===== src/hw/rtl/uwc_pkg.sv =====
`timescale 1ns / 1ps
// ----------------------------------------------------------------------------
// uwc_pkg
// Types and constants shared by the whitespace collapser modules.
// ----------------------------------------------------------------------------
package uwc_pkg;

    localparam int CODE_W    = 21;
    localparam int GROUP_MAX = 6;
    localparam int CNT_W     = $clog2(GROUP_MAX + 1);

    localparam logic [CODE_W-1:0] CP_REPL  = 21'h00FFFD;
    localparam logic [CODE_W-1:0] CP_NBSP  = 21'h0000A0;
    localparam logic [CODE_W-1:0] CP_SPACE = 21'h000020;
    localparam logic [CODE_W-1:0] CP_DASH  = 21'h00002D;
    localparam logic [CODE_W-1:0] CP_TAB   = 21'h000009;
    localparam logic [CODE_W-1:0] CP_CR    = 21'h00000D;
    localparam logic [7:0]        BYTE_SPACE = 8'h20;

    // one accepted input byte
    typedef struct packed {
        logic [7:0] in_byte;
        logic       last_byte;
    } in_item_t;

    // one result item
    typedef struct packed {
        logic [7:0] out_byte;
        logic       byte_valid;
        logic       run_last;
        logic       text_end;
    } out_item_t;

    // all result items caused by one input byte
    typedef struct packed {
        logic [GROUP_MAX-2:0][7:0] bytes;
        logic [CNT_W-1:0]          nbytes;
        logic                      has_end;
    } group_t;

endpackage


===== src/hw/rtl/uwc_front.sv =====
`timescale 1ns / 1ps
// ----------------------------------------------------------------------------
// uwc_front
// UTF-8 decode state, whitespace collapse state and re-encode of one byte
// into its group of result items.
// ----------------------------------------------------------------------------
module uwc_front import uwc_pkg::*; (
    input  logic     clk,
    input  logic     rst_n,
    input  logic     take,
    input  in_item_t item,
    output group_t   group
);

    logic [1:0]        owed_reg, owed_next;
    logic [CODE_W-1:0] accum_reg, accum_next;
    logic              any_reg, any_next;
    logic              space_reg, space_next;

    logic [7:0]        b;
    logic              last;
    logic [1:0]        owed_dec;
    logic [CODE_W-1:0] accum_shift;
    logic              emit;
    logic [CODE_W-1:0] code;
    logic [CODE_W-1:0] cp;
    logic              white;
    logic [3:0][7:0]   enc;
    logic [2:0]        enc_n;

    assign b           = item.in_byte;
    assign last        = item.last_byte;
    assign owed_dec    = owed_reg - 2'd1;
    assign accum_shift = {accum_reg[CODE_W-7:0], b[5:0]};

    // decode step
    always_comb
    begin
        emit       = 1'b0;
        code       = CP_REPL;
        owed_next  = owed_reg;
        accum_next = accum_reg;
        if (owed_reg != 2'd0)
        begin
            accum_next = accum_shift;
            owed_next  = owed_dec;
            if (owed_dec == 2'd0)
            begin
                emit = 1'b1;
                code = accum_shift;
            end
            else if (last)
            begin
                emit = 1'b1;
            end
        end
        else
        begin
            priority if (b[7] == 1'b0)
            begin
                emit = 1'b1;
                code = {{(CODE_W-8){1'b0}}, b};
            end
            else if (b[7:5] == 3'b110)
            begin
                accum_next = {{(CODE_W-5){1'b0}}, b[4:0]};
                owed_next  = 2'd1;
                emit       = last;
            end
            else if (b[7:4] == 4'b1110)
            begin
                accum_next = {{(CODE_W-4){1'b0}}, b[3:0]};
                owed_next  = 2'd2;
                emit       = last;
            end
            else if (b[7:3] == 5'b11110)
            begin
                accum_next = {{(CODE_W-3){1'b0}}, b[2:0]};
                owed_next  = 2'd3;
                emit       = last;
            end
            else
            begin
                emit = 1'b1;
            end
        end
    end

    // replacement character maps to a dash
    assign cp    = (code == CP_REPL) ? CP_DASH : code;
    assign white = (cp >= CP_TAB && cp <= CP_CR) || cp == CP_SPACE || cp == CP_NBSP;

    // re-encode the code point
    always_comb
    begin
        enc = '0;
        priority if (cp[CODE_W-1:7] == '0)
        begin
            enc[0] = cp[7:0];
            enc_n  = 3'd1;
        end
        else if (cp[CODE_W-1:11] == '0)
        begin
            enc[0] = {3'b110, cp[10:6]};
            enc[1] = {2'b10, cp[5:0]};
            enc_n  = 3'd2;
        end
        else if (cp[CODE_W-1:16] == '0)
        begin
            enc[0] = {4'b1110, cp[15:12]};
            enc[1] = {2'b10, cp[11:6]};
            enc[2] = {2'b10, cp[5:0]};
            enc_n  = 3'd3;
        end
        else
        begin
            enc[0] = {5'b11110, cp[20:18]};
            enc[1] = {2'b10, cp[17:12]};
            enc[2] = {2'b10, cp[11:6]};
            enc[3] = {2'b10, cp[5:0]};
            enc_n  = 3'd4;
        end
    end

    // collapse whitespace and build the result group
    always_comb
    begin
        group      = '0;
        space_next = space_reg;
        any_next   = any_reg;
        if (emit)
        begin
            if (white)
            begin
                space_next = any_reg;
            end
            else
            begin
                any_next   = 1'b1;
                space_next = 1'b0;
                if (space_reg)
                begin
                    group.bytes[0] = BYTE_SPACE;
                    for (int i = 0; i < 4; i++)
                    begin
                        group.bytes[i+1] = enc[i];
                    end
                    group.nbytes = CNT_W'(enc_n) + CNT_W'(1);
                end
                else
                begin
                    for (int i = 0; i < 4; i++)
                    begin
                        group.bytes[i] = enc[i];
                    end
                    group.nbytes = CNT_W'(enc_n);
                end
            end
        end
        group.has_end = last;
    end

    // decode and collapse state, cleared after the end of a text
    always_ff @(posedge clk or negedge rst_n)
    begin
        if (!rst_n)
        begin
            owed_reg  <= '0;
            accum_reg <= '0;
            any_reg   <= 1'b0;
            space_reg <= 1'b0;
        end
        else if (take)
        begin
            if (last)
            begin
                owed_reg  <= '0;
                accum_reg <= '0;
                any_reg   <= 1'b0;
                space_reg <= 1'b0;
            end
            else
            begin
                owed_reg  <= owed_next;
                accum_reg <= accum_next;
                any_reg   <= any_next;
                space_reg <= space_next;
            end
        end
    end

endmodule


===== config.mk =====
export PLATFORM = sky130hd
export DESIGN_NAME = uwc_front
export DESIGN_NICKNAME = d
export VERILOG_FILES = /design/src/hw/rtl/uwc_pkg.sv /design/src/hw/rtl/uwc_front.sv
export SDC_FILE = /design/constraint.sdc
export NUM_CORES = 1
export LEC_CHECK = 0
export ABC_AREA = 1
export BUFFER_PORTS_ARGS = -buffer_cell sky130_fd_sc_hd__buf_2
export CELL_PAD_IN_SITES_DETAIL_PLACEMENT = 0
export CELL_PAD_IN_SITES_GLOBAL_PLACEMENT = 1
export CORE_ASPECT_RATIO = 1.5
export CORE_MARGIN = 1
export CORE_UTILIZATION = 36
export CTS_CLUSTER_DIAMETER = 200
export DETAILED_ROUTE_END_ITERATION = 10
export PLACE_DENSITY = 0.89
export SLEW_MARGIN = 40
export SYNTH_ARGS = -nofsm -noshare
export SYNTH_HDL_FRONTEND = slang
export SYNTH_SLANG_ARGS = --single-unit

===== constraint.sdc =====
create_clock -name clk -period 3.9 [get_ports clk]
set_clock_uncertainty 0.2 [all_clocks]
set_input_delay 0.39 -clock clk [delete_from_list [all_inputs] [get_ports clk]]
set_output_delay 0.39 -clock clk [all_outputs]
set_load 0.02 [all_outputs]

==> summary.md <==
| Metric | Value |
|---|---|
| Clk sink count | `19` |
| Leak pwr | `1.43 nW` |
| Vias in the first global route | `2573` |
| Worst-path clk slew | `70 ps` |
| # port buffers | `52` |
| Boundary Pins | `56` |
| First-pass DRT Iterations | `4` |
| Commonest cells after routing, fill and taps aside | `nand2_1 (81), nor2_1 (66), buf_2 (52), inv_1 (50), nand3_1 (36)` |
| Remaining DRCs | `0` |
| Final Setup Violations | `0` |
| Die width | `67.1 um` |
| Status | `completed` |
| Design Area, Final | `0.00264 sq mm` |
| Gr usage total | `0.225` |
| Clock root cell | `clkbuf_8` |
| Fillers | `679` |
| Initial Utilization | `0.373` |
| Full die area | `0.00668 sq mm` |
| Worst EP arrival | `3040 ps` |
| Post-synth ARST share | `1.00` |
| Worst hold path class | `in2reg` |
| Worst Max-Slew Pin Slew | `638 ps` |
| Crit path cell chain | `inv_2 > nand2_2 > nand2_2 > nand2_1 > nor2_1 > nand2_1 > nor2_4 > nand2_4 > nand2_2 > nand3_2 > nor2_4 > buf_4 > nand4_1 > nand2_2 > nand4_2 > nor2_1 > buf_2` |
| Top_reg_cell synth | `dfrtp_1` |
| Critical Path Sink Type | `primary output` |
| Post-DP HPWL | `5900 um` |
| Critical Path Source Type | `flip-flop` |
| Area of the core | `0.00613 sq mm` |
| Tot Pwr | `0.00159 W` |
| Final nets | `464` |
| Cells after DPL | `519` |
| Slew Limit Fails | `0` |
| Buf/Inv on CP | `3` |
| Cell Area, Placed | `0.00258 sq mm` |
| Detailed-route via count | `2712` |
| Critical Path RT | `3310 ps` |
| Iter 0 DRT Violations | `195` |
| Initial antenna violation count | `0` |
| Slowest CP cell | `dfrtp_1` |
| Grt total ovfl | `0` |
| Routed vias/inst | `5.18` |
| Fraction of layout cells with a size suffix above 1 | `0.209` |
| First-pass GRT wire length | `11900 um` |
| Max clock buf depth | `2` |
| Post-DRT Antenna Nets | `0` |
| Crit share post-route | `0.932` |
| Number of flops mapped to enable cells by yosys | `0` |
| Setup_tns | `0 ps` |
| Fmax | `275 MHz` |
| Drt total wl | `7240 um` |
| Syn_area_per_cell | `5.65 sq um` |
| Rel. slew slack | `0.573` |
| Synth Register Bits | `19` |
| R2R cell count | `17` |
| Crit path kind | `reg2out` |
| Power Density | `602 mW/mm^2` |
| Diode count | `0` |
| Commonest non-fill, non-tap cell in the layout | `nand2_1` |
| Syn. warnings | `0` |
| Max Cap Viol | `0` |
| Largest net degree at the start of global routing | `31` |
| Worst Path Max Fanout | `18` |
| Post-synth cell types | `36` |
| CP delay by family, top | `simple AND/OR/NAND/NOR gates` |
| Critical Path Most Common Cell | `nand2_2` |
| Largest register FFs | `15` |
| CTS tree | `yes` |
| Peak VDD IR | `0.000259 V` |
| Average wire per standard cell | `13.8 um` |
| Hold Path Cell Cnt | `4` |
| Final core occ | `0.431` |
| RSZ-0062 raised after global routing | `false` |
| Layout area overhead | `15.5%` |
| Worst stage delay on the critical path | `440 ps` |
| Rows | `35` |
| CTS Buf Count | `3` |
| Setup bufs post-CTS | `0` |
| Non-Filler Instances | `524` |
| Cells after synthesis | `405` |
| Levels on crit path | `17` |
| Tmin final | `3630 ps` |
| Clock Latency Late Sink | `250 ps` |
| Sequential area share after synthesis | `0.208` |
| Final hold viol count | `0` |
| Area of the mapped netlist | `0.00229 sq mm` |
| H-tree Lvls | `1` |
| Die height | `99.6 um` |
| Routability cong. | `0.966` |
per-stage QoR:
| step | hold WS (ps) | setup slack [ps] |
|---|---|---|
| floorplan | -106 | 846 |
| global placement | 141 | 427 |
| detailed placement | 152 | 430 |
| CTS | 168 | 140 |
| global route | 191 | 15.8 |
| finish | 168 | 266 |
Yosys cell counts (2+ instances only):
master | n | area, sq um
a22oi_1 | 2 | 15.0
o21ai_1 | 12 | 60.1
inv_1 | 50 | 188
buf_2 | 2 | 10.0
nand3_2 | 2 | 20.0
dfrtp_1 | 19 | 475
nor4_1 | 2 | 12.5
o22ai_1 | 8 | 50.1
nand4_1 | 4 | 25.0
clkinv_1 | 2 | 7.51
nor2_1 | 66 | 248
mux2i_1 | 2 | 20.0
buf_6 | 2 | 22.5
inv_2 | 6 | 22.5
nor2_2 | 4 | 25.0
o21ai_0 | 33 | 165
buf_4 | 5 | 37.5
nor3_1 | 5 | 25.0
nand3_1 | 36 | 180
nand2_2 | 12 | 75.1
clkbuf_1 | 10 | 37.5
nor2_4 | 3 | 33.8
nand2_1 | 82 | 308
a21oi_1 | 24 | 120
tightest hold or removal path: stages:
cell,delay (ps)
buf_2,80
nand2_1,40
inv_1,40
a21oi_1,30
worst paths after layout:
kind                                      endpoint               startpoint  slack, ps
max in group asynchronous  owed_reg[1]$_DFFE_PN0P_                    rst_n       2770
hold reg to reg                any_reg$_DFFE_PN0P_      any_reg$_DFFE_PN0P_        320
min in group asynchronous    space_reg$_DFFE_PN0P_                    rst_n        400
hold / removal                 any_reg$_DFFE_PN0P_                     take        170
setup reg to reg             space_reg$_DFFE_PN0P_  owed_reg[0]$_DFFE_PN0P_       1170
setup / recovery                         group[10]  owed_reg[0]$_DFFE_PN0P_        270
area by class of cell:
class                      count  area (sq um)  area share
clock buffer                   4          45.0      0.0170
inverter                      59           223      0.0843
multi-input combinational    310          1500       0.567
sequential                    19           477       0.180
tap                           74          92.6      0.0350
timing repair buffer          58           308       0.116
power breakdown:
part	switching, W	internal [W]	leakage (nW)
Combinational	0.000823	0.000354	1.16
Sequential	0.0000461	0.000232	0.250
Clock	0.0000619	0.0000724	0.0228
logic make-up (layout without fill, tap and decap cells):
logic type	Yosys count	count (layout)	synth area share
simple gates	219	219	0.430
compound gates	83	83	0.194
buf+inv	78	121	0.144
flops	19	19	0.208
xor+xnor	2	2	0.00766
mux	2	2	0.00875
fa+ha+maj	1	1	0.00547
other cells	1	3	0.00164
layer usage:
metal | global-route usage | up-vias | routed length [um]
met5 | 0 | - | 0
li1 | - | 1388 | -
met4 | 0.149 | 0 | 399
met2 | 0.388 | 94 | 3630
met3 | 0.0206 | 26 | 310
met1 | 0.252 | 1204 | 2900
what timing repair did:
action                                  4_1_cts  5_1_grt
hold buffers                                  1        0
resized for setup                             0        2
endpoints found under the setup margin        0       19
hold endpoints to repair                     19        0
Note: power is estimated with default switching activity, not from simulation.
